## src/pbw_pkg.sv

```systemverilog
// Package with the types and constants of the phase baseline learner.
package pbw_pkg;
    localparam int NumPhases = 5;
    localparam int M2Bits = 48;
    localparam logic [2:0] PhRunning = 3'd2;
    localparam logic [2:0] PhFault = 3'd4;
    localparam logic [23:0] WarnFloor = 24'd5243;
    localparam logic [23:0] CritFloor = 24'd19661;
    localparam logic [23:0] GapMin = 24'd6554;

    // The upper three codes are not taken from the bus; the sequencer uses them for
    // a spare mode, the threshold update and the M2 product step.
    typedef enum logic [2:0] {
        MODE_SAMPLE  = 3'd0,
        MODE_EVENT   = 3'd1,
        MODE_CYCLE   = 3'd2,
        MODE_LEARN   = 3'd3,
        MODE_CLEAR   = 3'd4,
        MODE_NOP     = 3'd5,
        MODE_THRESH  = 3'd6,
        MODE_PRODUCT = 3'd7
    } t_mode;

    // Request and status between the top level and the shared divider.
    typedef struct packed {
        logic        start;
        logic [63:0] dividend;
        logic [31:0] divisor;
    } t_div_req;

    typedef struct packed {
        logic        done;
        logic [63:0] quotient;
    } t_div_rsp;
endpackage

```

## src/pbw_divider.sv

```systemverilog
// Radix-2 restoring divider, one quotient bit a cycle.
module pbw_divider (
    input  logic              i_clk,
    input  logic              i_rst_n,
    input  pbw_pkg::t_div_req i_req,
    output pbw_pkg::t_div_rsp o_rsp
);
    import pbw_pkg::*;

    logic [63:0] r_quo;
    logic [32:0] r_rem;
    logic [31:0] r_dvs;
    logic [6:0]  r_cnt;
    logic        r_busy;
    logic        r_done;
    logic [32:0] w_sh;
    logic [33:0] w_diff;

    assign w_sh   = {r_rem[31:0], r_quo[63]};
    assign w_diff = {1'b0, w_sh} - {2'b00, r_dvs};

    always_ff @(posedge i_clk) begin
        if (!i_rst_n) begin
            r_busy <= 1'b0;
            r_done <= 1'b0;
            r_cnt  <= '0;
        end else begin
            r_done <= 1'b0;
            if (i_req.start) begin
                r_busy <= 1'b1;
                r_cnt  <= 7'd64;
                r_quo  <= i_req.dividend;
                r_rem  <= '0;
                r_dvs  <= i_req.divisor;
            end else if (r_busy) begin
                if (!w_diff[33]) begin
                    r_rem <= w_diff[32:0];
                    r_quo <= {r_quo[62:0], 1'b1};
                end else begin
                    r_rem <= w_sh;
                    r_quo <= {r_quo[62:0], 1'b0};
                end
                r_cnt <= r_cnt - 7'd1;
                if (r_cnt == 7'd1) begin
                    r_busy <= 1'b0;
                    r_done <= 1'b1;
                end
            end
        end
    end

    assign o_rsp.done     = r_done;
    assign o_rsp.quotient = r_quo;
endmodule

```

## config.mk

```make
export PLATFORM = sky130hd
export DESIGN_NAME = pbw_divider
export DESIGN_NICKNAME = d
export VERILOG_FILES = /design/src/pbw_pkg.sv /design/src/pbw_divider.sv
export SDC_FILE = /design/constraint.sdc
export NUM_CORES = 1
export LEC_CHECK = 0
export ABC_AREA = 1
export BUFFER_PORTS_ARGS = -buffer_cell sky130_fd_sc_hd__buf_4
export CORE_MARGIN = 2
export CORE_UTILIZATION = 51
export DETAILED_ROUTE_END_ITERATION = 7
export GPL_ROUTABILITY_DRIVEN = 0
export PLACE_DENSITY = 0.77
export SKIP_LAST_GASP = 1
export SLEW_MARGIN = 10
export SYNTH_ARGS = -nofsm -noshare
export SYNTH_HDL_FRONTEND = slang
export SYNTH_SLANG_ARGS = --single-unit
```

## constraint.sdc

```tcl
create_clock -name i_clk -period 3.1 [get_ports i_clk]
set_input_delay 0.155 -clock i_clk [delete_from_list [all_inputs] [get_ports i_clk]]
set_output_delay 0.155 -clock i_clk [all_outputs]
set_load 0.005 [all_outputs]
```

# == Word-level counts from Yosys, hierarchy flattened ==
# Cells that the tools add are included.
# Widths: inputs -> output; s select.
# classes
add_sub_neg,2
n_mul,0
n_div,0
order_cmp,0
n_eq_ne,1
shifts,0
muxes,11
bitwise_logic,2
n_reduce_logical,5
# op_table
cell,n
$mux 64,2
$mux 32,2
$sub 33x32->34,1
$mux 7,2
$eq 7x1->1 const B,1
$sub 7x1->7 const B,1
$mux 1,5
$reduce_and 2->1,2
$reduce_or 3->1,1
$not 1->1,2
$reduce_bool 2->1,1
$reduce_or 2->1,1
# totals
register_bits,137
latchBits,0
mem_bits_rw,0
romBits,0
in_bits,99
out_inout_bits,65
elab_cells,28
n_memories,0

# == Depth between registers and ports, before layout ==
# Gate-level depths: netlist (run 1).
# logic_depth
depth_word,4
ltp_mapped,16

# == Worst setup path after synthesis (run 1) ==
# OpenSTA, ideal clock, no wires.
# synth_timing
path_kind,register -> register
startpoint,register r_busy
endpoint,register r_quo[0] (enable)
arrival_time_ps,2484
required_ps,2641
slack_ps,157
path_stages_with_launch,3
n_path_buf,0
period_less_slack_ps,2943
path_cell_list,dfxtp_1 > nand2_1 > nand2_1
# synth_via
elab_chain_len,2
# synth_lines
item,line,text
from (decl),pbw_divider.sv:14,logic r_busy;
from (signal assigned),pbw_divider.sv:24,r_busy <= 1'b0;
from (signal assigned),pbw_divider.sv:30,r_busy <= 1'b1;
from (signal assigned),pbw_divider.sv:45,r_busy <= 1'b0;
$reduce_bool 2->1 (no line),n/a,
$reduce_and 2->1 (no line),n/a,
to (signal assigned),pbw_divider.sv:32,r_quo <= i_req.dividend;
to (signal assigned),pbw_divider.sv:38,"r_quo <= {r_quo[62:0], 1'b1};"
to (signal assigned),pbw_divider.sv:41,"r_quo <= {r_quo[62:0], 1'b0};"
to (decl),pbw_divider.sv:10,logic [63:0] r_quo;
# Every way passes these cells.
# A chain may end at the register's enable or synchronous reset.

# == Worst setup path in the final report (run 1) ==
# layout_timing
startpoint,register r_rem[15]
endpoint,"register r_rem[27], data pin"
# layout_via
elab_chain_len,3
# layout_lines
item,line,text
from (decl),pbw_divider.sv:11,logic [32:0] r_rem;
from (signal assigned),pbw_divider.sv:37,r_rem <= w_diff[32:0];
from (signal assigned),pbw_divider.sv:40,r_rem <= w_sh;
$sub 33x32->34,pbw_divider.sv:20,"assign w_diff = {1'b0, w_sh} - {2'b00, r_dvs};"
$mux 32,pbw_divider.sv:36,if (!w_diff[33]) begin
$mux 32,pbw_divider.sv:35,end else if (r_busy) begin
# Every way passes these cells. The select of a mux whose other input is x is not followed.

==> impl_metrics.prom, run 1 <==
# TYPE chip_impl_metric gauge
chip_impl_info{name="setup_repair_after_global_routing_missed_its_margin",value="no"} 1
chip_impl_metric{name="max_cap_violations",unit=""} 0
chip_impl_metric{name="power_per_cell_area",unit="nW/um2"} 565
chip_impl_metric{name="core.rowCount",unit=""} 47
chip_impl_metric{name="final_nets",unit=""} 1488
chip_impl_metric{name="max_slew_margin",unit="%"} 46.9
chip_impl_metric{name="initial_util",unit="%"} 51.6
chip_impl_metric{name="finish.utilization",unit="%"} 69.1
chip_impl_info{name="worstSetupEndpoint",value="r_rem[27]$_SDFFCE_PP0P_"} 1
chip_impl_info{name="worstPathCellList",value="ha_1 -> nand2_1 -> inv_1 -> nand2_1 -> nand2_1 -> inv_1 -> nand2_1 -> inv_1 -> nand2_2 -> nand2_4 -> nand2_8 -> nand2_2 -> nand2_1 -> nand2_1 -> inv_1"} 1
chip_impl_metric{name="floorplan.die.width",unit="um"} 133
chip_impl_metric{name="multi_input_comb_area",unit="um2"} 3610
chip_impl_metric{name="synth_sequential_area_ratio",unit="%"} 47.7
chip_impl_metric{name="fin_tns_setup",unit="ns"} 0
chip_impl_metric{name="grt_max_degree",unit=""} 67
chip_impl_metric{name="register_area",unit="um2"} 4020
chip_impl_info{name="worst_path_max_delay_cell",value="sky130_fd_sc_hd__edfxtp_1"} 1
chip_impl_metric{name="r2r_cells",unit=""} 15
chip_impl_metric{name="post-route-min-period",unit="ns"} 2.58
chip_impl_metric{name="mux_share_of_post_synthesis_cell_area",unit="%"} 0
chip_impl_metric{name="avgSynthCellArea",unit="um2"} 7.61
chip_impl_metric{name="layout_worst_path_cycle_share",unit="%"} 83.2
chip_impl_metric{name="final_layout_size_suffix_gt1_share",unit="%"} 17.3
chip_impl_info{name="synth_top_family_by_area",value="simple AND/OR/NAND/NOR gates"} 1
chip_impl_info{name="r2r-end",value="r_rem[27]$_SDFFCE_PP0P_"} 1
chip_impl_metric{name="ir_worst_vdd",unit="mV"} 0.441
chip_impl_info{name="final_cell_mix",value="sky130_fd_sc_hd__nand2_1 (500), sky130_fd_sc_hd__inv_1 (176), sky130_fd_sc_hd__buf_4 (167)"} 1
chip_impl_metric{name="global_route.overflow_total",unit=""} 0
chip_impl_metric{name="synth-async-reset-ratio",unit="%"} 0
chip_impl_metric{name="synth-xor-area-share",unit="%"} 1.56
chip_impl_metric{name="synth.ff_latch_count",unit=""} 137
chip_impl_metric{name="setup.reg_to_reg.worst_slack",unit="ns"} 0.52
chip_impl_metric{name="synth_cells",unit=""} 1109
chip_impl_metric{name="timing.final.max_slew_violations",unit=""} 0
chip_impl_metric{name="track_usage",unit="%"} 26.6
chip_impl_metric{name="finalClockSkew",unit="ns"} 0.0116
chip_impl_metric{name="stages_on_worst_setup_path",unit=""} 15
chip_impl_info{name="run_status",value="completed"} 1
chip_impl_metric{name="detail_route.vias_per_cell",unit=""} 4.94
chip_impl_info{name="dominantRegCellSynth",value="sky130_fd_sc_hd__edfxtp_1"} 1
chip_impl_metric{name="critPathArrivalTime",unit="ns"} 2.77
chip_impl_metric{name="io_pins",unit=""} 164
chip_impl_info{name="worst_path_dominant_cell_family",value="simple AND/OR/NAND/NOR gates"} 1
chip_impl_metric{name="firstDrtPassIters",unit=""} 7
chip_impl_info{name="mostFrequentLayoutCell",value="sky130_fd_sc_hd__nand2_1"} 1
chip_impl_metric{name="final-setup-viol-count",unit=""} 0
chip_impl_metric{name="drt_first_iter_violations",unit=""} 548
chip_impl_metric{name="worstMarginPinSlew",unit="ns"} 0.796
chip_impl_metric{name="critPathBufInv",unit=""} 4
chip_impl_metric{name="fmax",unit="MHz"} 388
chip_impl_metric{name="compound_gate_portion_of_the_synthesized_area",unit="%"} 1.76
chip_impl_info{name="crit_type",value="reg2reg"} 1
chip_impl_info{name="worstReg2RegStart",value="r_rem[15]$_SDFFCE_PP0P_"} 1
chip_impl_metric{name="number_of_enable_type_register_cells_in_the_synthesized_netlist",unit=""} 128
chip_impl_info{name="holdCritPathClass",value="in2reg"} 1
chip_impl_metric{name="grt_first_pass_wirelength",unit="um"} 37100
chip_impl_metric{name="route.vias.total",unit=""} 7851
chip_impl_info{name="critPathLaunchType",value="flop"} 1
chip_impl_metric{name="synthAdderAreaFrac",unit="%"} 5.28
chip_impl_info{name="critPathMostFrequentCell",value="sky130_fd_sc_hd__nand2_1"} 1
chip_impl_metric{name="design.core.area",unit="um2"} 16300
chip_impl_metric{name="clock_tree.buffer_depth",unit=""} 2
chip_impl_metric{name="design_power_total",unit="W"} 0.00638
chip_impl_metric{name="clkLatencyLatePin",unit="ns"} 0.43
chip_impl_metric{name="cts-buffers-inserted",unit=""} 17
chip_impl_metric{name="die_area",unit="um2"} 17600
chip_impl_metric{name="cp_data_required_time",unit="ns"} 3.29
chip_impl_metric{name="post_synth_instance_area",unit="um2"} 8440
chip_impl_metric{name="final_hold_viol_count",unit=""} 0
chip_impl_metric{name="cts_h_tree_depth",unit=""} 4
chip_impl_metric{name="power.static_leakage",unit="nW"} 5.81
chip_impl_metric{name="simple_gate_fraction_of_synth_area",unit="%"} 34.1
chip_impl_metric{name="synth_warnings",unit=""} 0
chip_impl_metric{name="antenna_found_initial",unit=""} 1
chip_impl_metric{name="placedCellCount",unit=""} 1475
chip_impl_info{name="worstSetupStartpoint",value="r_rem[15]$_SDFFCE_PP0P_"} 1
chip_impl_metric{name="syn-num-nets",unit=""} 1243
chip_impl_metric{name="hold_slack",unit="ns"} 0.00842
chip_impl_info{name="clockRootBuffer",value="sky130_fd_sc_hd__clkbuf_16"} 1
chip_impl_metric{name="route.final.wire_length",unit="um"} 22800
chip_impl_metric{name="areaGrowthSynthToFinish",unit="%"} 33.9
chip_impl_metric{name="netlist-cell-type-count",unit=""} 40
chip_impl_metric{name="wire_per_inst",unit="um"} 14.4
chip_impl_metric{name="max_stage_delay",unit="ns"} 0.41
chip_impl_metric{name="final.fill_count",unit=""} 1331
chip_impl_metric{name="critical_path.max_fanout",unit=""} 25
chip_impl_info{name="setup.worst_path.end_class",value="flop"} 1
chip_impl_metric{name="cts.sink_count",unit=""} 137
chip_impl_metric{name="port_buffers",unit=""} 163
chip_impl_metric{name="fin_cells",unit=""} 1588
chip_impl_metric{name="cts.reportedPaths.clkPinSlew",unit="ns"} 0.06
chip_impl_metric{name="remaining_drc_errors",unit=""} 0
chip_impl_metric{name="grt_pass1_vias",unit=""} 7749
chip_impl_info{name="clock_tree_from_tritoncts",value="done"} 1
chip_impl_metric{name="place_hpwl",unit="um"} 15500
chip_impl_metric{name="die-height",unit="um"} 133
chip_impl_metric{name="postRouteAntennaNets",unit=""} 0
==> registers in the layout, indices dropped and copies added (netlist names) <==
signal and flops:
r_busy 1, r_cnt 7, r_done 1, r_dvs 32, r_rem 32, r_quo 64
==> cell type report <==
type / instances / area share (%)
Tap cell: 220 / 2.44
Antenna cell: 1 / 0.0221
Clock inverter: 15 / 1.61
Clock buffer: 17 / 3.77
Multi-Input combinational cell: 768 / 32.0
Sequential cell: 137 / 35.6
Timing Repair Buffer: 249 / 18.5
Inverter: 181 / 6.06
==> worst register-to-register path, delay by kind of cell, from the launching register on <==
kind / cells / cell delay (ns)
simple gates: 10 / 1.27
flops: 1 / 0.41
fa+ha+maj: 1 / 0.38
buf+inv: 4 / 0.31
==> report_power, final <==
| group | internal (W) | switching (W) |
|---|---|---|
| clock | 0.00122 | 0.000885 |
| combinational | 0.000754 | 0.00114 |
| sequential | 0.00228 | 0.000106 |
==> per-layer routing <==
metal / track usage (%) / routed length (um) / vias up
met5: 0 / 0 / -
met4: 9.98 / 670 / 0
met3: 8.24 / 1930 / 53
met2: 45.2 / 11100 / 321
li1: - / - / 3921
met1: 31.7 / 9170 / 3556
==> cells in the mapped netlist (2+ instances only) <==
library cell	instances	share of area (%)
sky130_fd_sc_hd__nor2_2	13	0.96
sky130_fd_sc_hd__buf_6	3	0.40
sky130_fd_sc_hd__nand4_1	9	0.67
sky130_fd_sc_hd__nand3_2	2	0.24
sky130_fd_sc_hd__nor2_1	93	4.1
sky130_fd_sc_hd__ha_1	34	5.0
sky130_fd_sc_hd__buf_1	6	0.27
sky130_fd_sc_hd__inv_1	176	7.8
sky130_fd_sc_hd__nand3_1	31	1.8
sky130_fd_sc_hd__nor3_1	6	0.36
sky130_fd_sc_hd__and2_1	4	0.30
sky130_fd_sc_hd__inv_2	2	0.089
sky130_fd_sc_hd__nand2_2	9	0.67
sky130_fd_sc_hd__dfxtp_1	9	2.1
sky130_fd_sc_hd__clkinv_1	2	0.089
sky130_fd_sc_hd__a21oi_1	17	1.0
sky130_fd_sc_hd__nand3b_1	19	1.7
sky130_fd_sc_hd__nand2_1	501	22
sky130_fd_sc_hd__edfxtp_1	128	46
sky130_fd_sc_hd__nor2_4	2	0.27
sky130_fd_sc_hd__clkbuf_1	11	0.49
sky130_fd_sc_hd__xor2_1	14	1.5
==> through the flow <==
| step | setup WS (ns) | area [um2] |
|---|---|---|
| detailed placement | 0.584 | 9890 |
| global route | 0.315 | 11300 |
| global placement | 0.568 | 9890 |
| floorplan | 0.157 | 8440 |
| finish | 0.520 | 11300 |
| CTS | 0.565 | 11300 |
==> worst min path at each step <==
stage,from,to,slack (ns),cells after the start
floorplan,i_req[0],r_dvs[0]$_DFFE_PP_,0.25,0
global placement,i_req[9],r_dvs[9]$_DFFE_PP_,0.33,1
detailed placement,i_req[5],r_dvs[5]$_DFFE_PP_,0.33,1
CTS,i_req[53],r_quo[21]$_DFFE_PP_,0.0003,3
global route,i_req[88],r_quo[56]$_DFFE_PP_,0.005,3
finish,i_req[88],r_quo[56]$_DFFE_PP_,0.008,3
==> cells by family (layout without fill, tap and decap cells) <==
| group | count (synthesis) | count (layout) |
|---|---|---|
| AO/OA/AOI/OAI | 25 | 25 |
| XOR/XNOR | 15 | 15 |
| adder cells (fa/ha/maj) | 35 | 35 |
| buffers and inverters | 204 | 462 |
| flip-flops | 137 | 137 |
| other | 0 | 1 |
| AND/OR/NAND/NOR | 693 | 693 |
==> timing repair <==
item	in CTS	in global routing
buffers inserted	0	0
hold buffers	80	0
hold endpoints to repair	80	0
resized for setup	0	0
(Power assumes the default switching activity.)
==> run 2: changes to the inputs <==
--- a/config.mk
+++ b/config.mk
@@ -8,10 +8,10 @@
 export ABC_AREA = 1
 export BUFFER_PORTS_ARGS = -buffer_cell sky130_fd_sc_hd__buf_4
 export CORE_MARGIN = 2
-export CORE_UTILIZATION = 51
+export CORE_UTILIZATION = 55
 export DETAILED_ROUTE_END_ITERATION = 7
 export GPL_ROUTABILITY_DRIVEN = 0
-export PLACE_DENSITY = 0.77
+export PLACE_DENSITY = 0.79
 export SKIP_LAST_GASP = 1
 export SLEW_MARGIN = 10
 export SYNTH_ARGS = -nofsm -noshare
==> constraint.sdc (replaced) <==
create_clock -name i_clk -period 2.5 [get_ports i_clk]
set_input_delay 0.125 -clock i_clk [delete_from_list [all_inputs] [get_ports i_clk]]
set_output_delay 0.125 -clock i_clk [all_outputs]
set_load 0.005 [all_outputs]
==> impl_metrics.prom, run 2 (synthesis results as in run 1) <==
# TYPE chip_impl_metric gauge
chip_impl_metric{name="die_area",unit="um2"} 16300
chip_impl_info{name="setup.worst_path.end_class",value="flop"} 1
chip_impl_info{name="crit_type",value="reg2reg"} 1
chip_impl_metric{name="grt_first_pass_wirelength",unit="um"} 39800
chip_impl_metric{name="areaGrowthSynthToFinish",unit="%"} 36.2
chip_impl_metric{name="final_layout_size_suffix_gt1_share",unit="%"} 17.8
chip_impl_info{name="setup_repair_after_global_routing_missed_its_margin",value="no"} 1
chip_impl_metric{name="postRouteAntennaNets",unit=""} 0
chip_impl_metric{name="design.core.area",unit="um2"} 15100
chip_impl_metric{name="ir_worst_vdd",unit="mV"} 0.493
chip_impl_info{name="clock_tree_from_tritoncts",value="done"} 1
chip_impl_metric{name="remaining_drc_errors",unit=""} 0
chip_impl_metric{name="port_buffers",unit=""} 163
chip_impl_metric{name="max_slew_margin",unit="%"} 56.6
chip_impl_metric{name="swShare",unit="%"} 32.9
chip_impl_metric{name="fmax",unit="MHz"} 436
chip_impl_metric{name="global_route.overflow_total",unit=""} 0
chip_impl_info{name="holdCritPathClass",value="in2reg"} 1
chip_impl_metric{name="critical_path.max_fanout",unit=""} 4
chip_impl_metric{name="final_hold_viol_count",unit=""} 0
chip_impl_metric{name="worstMarginPinSlew",unit="ns"} 0.651
chip_impl_metric{name="cts_h_tree_depth",unit=""} 4
chip_impl_metric{name="comb_power_share",unit="%"} 30.4
chip_impl_metric{name="final-setup-viol-count",unit=""} 0
chip_impl_metric{name="cell_internal_pwr",unit="W"} 0.00539
chip_impl_info{name="final_cell_mix",value="sky130_fd_sc_hd__nand2_1 (496), sky130_fd_sc_hd__inv_1 (176), sky130_fd_sc_hd__buf_4 (175)"} 1
chip_impl_info{name="top_register",value="r_quo"} 1
chip_impl_metric{name="initial_util",unit="%"} 55.9
chip_impl_metric{name="place_hpwl",unit="um"} 15700
chip_impl_info{name="clockRootBuffer",value="sky130_fd_sc_hd__clkbuf_16"} 1
chip_impl_metric{name="detail_route.vias_per_cell",unit=""} 5.21
chip_impl_metric{name="track_usage",unit="%"} 31.4
chip_impl_info{name="run_status",value="completed"} 1
chip_impl_info{name="critPathLaunchType",value="flop"} 1
chip_impl_metric{name="layout_worst_path_cycle_share",unit="%"} 91.8
chip_impl_metric{name="grt_max_degree",unit=""} 64
chip_impl_info{name="mostFrequentLayoutCell",value="sky130_fd_sc_hd__nand2_1"} 1
chip_impl_info{name="top_regs",value="r_quo (64), r_dvs (32), r_rem (32)"} 1
chip_impl_metric{name="largest_reg_flops",unit=""} 64
chip_impl_metric{name="finalClockSkew",unit="ns"} 0.0160
chip_impl_metric{name="floorplan.die.width",unit="um"} 128
chip_impl_metric{name="route.final.wire_length",unit="um"} 25000
chip_impl_metric{name="final_nets",unit=""} 1512
chip_impl_metric{name="post-route-min-period",unit="ns"} 2.29
chip_impl_metric{name="critPathArrivalTime",unit="ns"} 2.48
chip_impl_metric{name="power_switching",unit="W"} 0.00265
chip_impl_metric{name="finish.utilization",unit="%"} 76.1
chip_impl_metric{name="cts-buffers-inserted",unit=""} 17
chip_impl_metric{name="cp_data_required_time",unit="ns"} 2.68
chip_impl_metric{name="core.rowCount",unit=""} 45
chip_impl_metric{name="antenna_found_initial",unit=""} 1
chip_impl_metric{name="io_pins",unit=""} 164
chip_impl_metric{name="pwr-share-seq",unit="%"} 36.9
chip_impl_metric{name="cts.sink_count",unit=""} 137
chip_impl_metric{name="drt_first_iter_violations",unit=""} 836
chip_impl_metric{name="clockPowerShare",unit="%"} 32.7
chip_impl_metric{name="power.static_leakage",unit="nW"} 5.92
chip_impl_metric{name="final.fill_count",unit=""} 1021
chip_impl_metric{name="wire_per_inst",unit="um"} 15.8
chip_impl_metric{name="grt_pass1_vias",unit=""} 8271
chip_impl_metric{name="die-height",unit="um"} 128
chip_impl_metric{name="fin_tns_setup",unit="ns"} 0
chip_impl_metric{name="firstDrtPassIters",unit=""} 7
chip_impl_metric{name="clock_tree.buffer_depth",unit=""} 2
chip_impl_metric{name="timing.final.max_slew_violations",unit=""} 0
chip_impl_metric{name="cts.reportedPaths.clkPinSlew",unit="ns"} 0.06
chip_impl_metric{name="clkLatencyLatePin",unit="ns"} 0.43
chip_impl_metric{name="max_cap_violations",unit=""} 0
chip_impl_metric{name="power_per_cell_area",unit="nW/um2"} 699
chip_impl_metric{name="route.vias.total",unit=""} 8236
==> run 2: per-stage QoR <==
stage / hold WS (ns) / std cells / setup slack (ns) / power, W / cell area, um2
after floorplan: 0.224 / 1109 / 0.360 / 0.00454 / 8440
after global placement: 0.304 / 1449 / 0.175 / 0.00518 / 9890
after detailed placement: 0.304 / 1449 / 0.0786 / 0.00522 / 9890
after CTS: 0.0126 / 1577 / 0.0599 / 0.00795 / 11500
after global routing: 0.0239 / 1580 / 0.0120 / 0.00847 / 11500
final: 0.0489 / 1580 / 0.205 / 0.00803 / 11500
==> run 2: final cells by class <==
type / instances / area [um2] / share of cell area, %
flip-flops and latches: 137 / 4020 / 35.0
multi-input cells: 768 / 3630 / 31.6
repair buffers: 273 / 2310 / 20.1
inverters: 181 / 684 / 5.96
clock buffers: 18 / 429 / 3.74
well taps: 188 / 235 / 2.05
clock inverters: 14 / 171 / 1.49
diodes: 1 / 2.50 / 0.0218
==> run 2: routing by layer <==
metal	global-route usage, %	vias to the layer above	wire, um
li1	-	3972	-
met1	37.4	3808	9680
met2	53.9	379	12400
met3	8.35	77	2040
met4	13.1	0	897
met5	0	-	0
==> run 2: worst paths after layout <==
path                        endpoint             startpoint  slack [ns]  depth (start not counted)
max          r_rem[28]$_SDFFCE_PP0P_    r_quo[63]$_DFFE_PP_        0.21                         16
min reg2reg    r_cnt[6]$_SDFFE_PN0N_  r_cnt[6]$_SDFFE_PN0N_        0.51                          2
max reg2reg  r_rem[28]$_SDFFCE_PP0P_    r_quo[63]$_DFFE_PP_        0.21                         16
min              r_quo[12]$_DFFE_PP_              i_req[44]        0.05                          3
==> run 2: power by group through the flow <==
| stage | clock [W] | combinational (W) | sequential, W |
|---|---|---|---|
| final | 0.00263 | 0.00244 | 0.00297 |
| after global routing | 0.00276 | 0.00272 | 0.00299 |
| after CTS | 0.00263 | 0.00237 | 0.00295 |
| after detailed placement | 0 | 0.00223 | 0.00299 |
| after global placement | 0 | 0.00219 | 0.00299 |
| after floorplan | 0 | 0.00156 | 0.00298 |
==> run 2: what timing repair did <==
| action | 4_1_cts | 5_1_grt |
|---|---|---|
| endpoints found under the setup margin | 0 | 7 |
| hold endpoints to repair | 96 | 0 |
| setup buffers | 0 | 2 |
| gates resized for setup | 0 | 6 |
| hold buffers | 96 | 0 |
==> run 2: critical path, cell delays in order (launching register included) <==
cell and delay (ns):
sky130_fd_sc_hd__edfxtp_1 0.41, sky130_fd_sc_hd__inv_1 0.10, sky130_fd_sc_hd__ha_1 0.15, sky130_fd_sc_hd__inv_1 0.07, sky130_fd_sc_hd__fa_2 0.37, sky130_fd_sc_hd__nand3_1 0.12
sky130_fd_sc_hd__nand3_2 0.12, sky130_fd_sc_hd__nand2_1 0.10, sky130_fd_sc_hd__nand2_2 0.08, sky130_fd_sc_hd__nand2_1 0.06, sky130_fd_sc_hd__nand2_1 0.10, sky130_fd_sc_hd__nand2_2 0.10
sky130_fd_sc_hd__nand2_1 0.06, sky130_fd_sc_hd__nand2_1 0.06, sky130_fd_sc_hd__nand3_1 0.06, sky130_fd_sc_hd__nand2_1 0.07, sky130_fd_sc_hd__inv_1 0.04
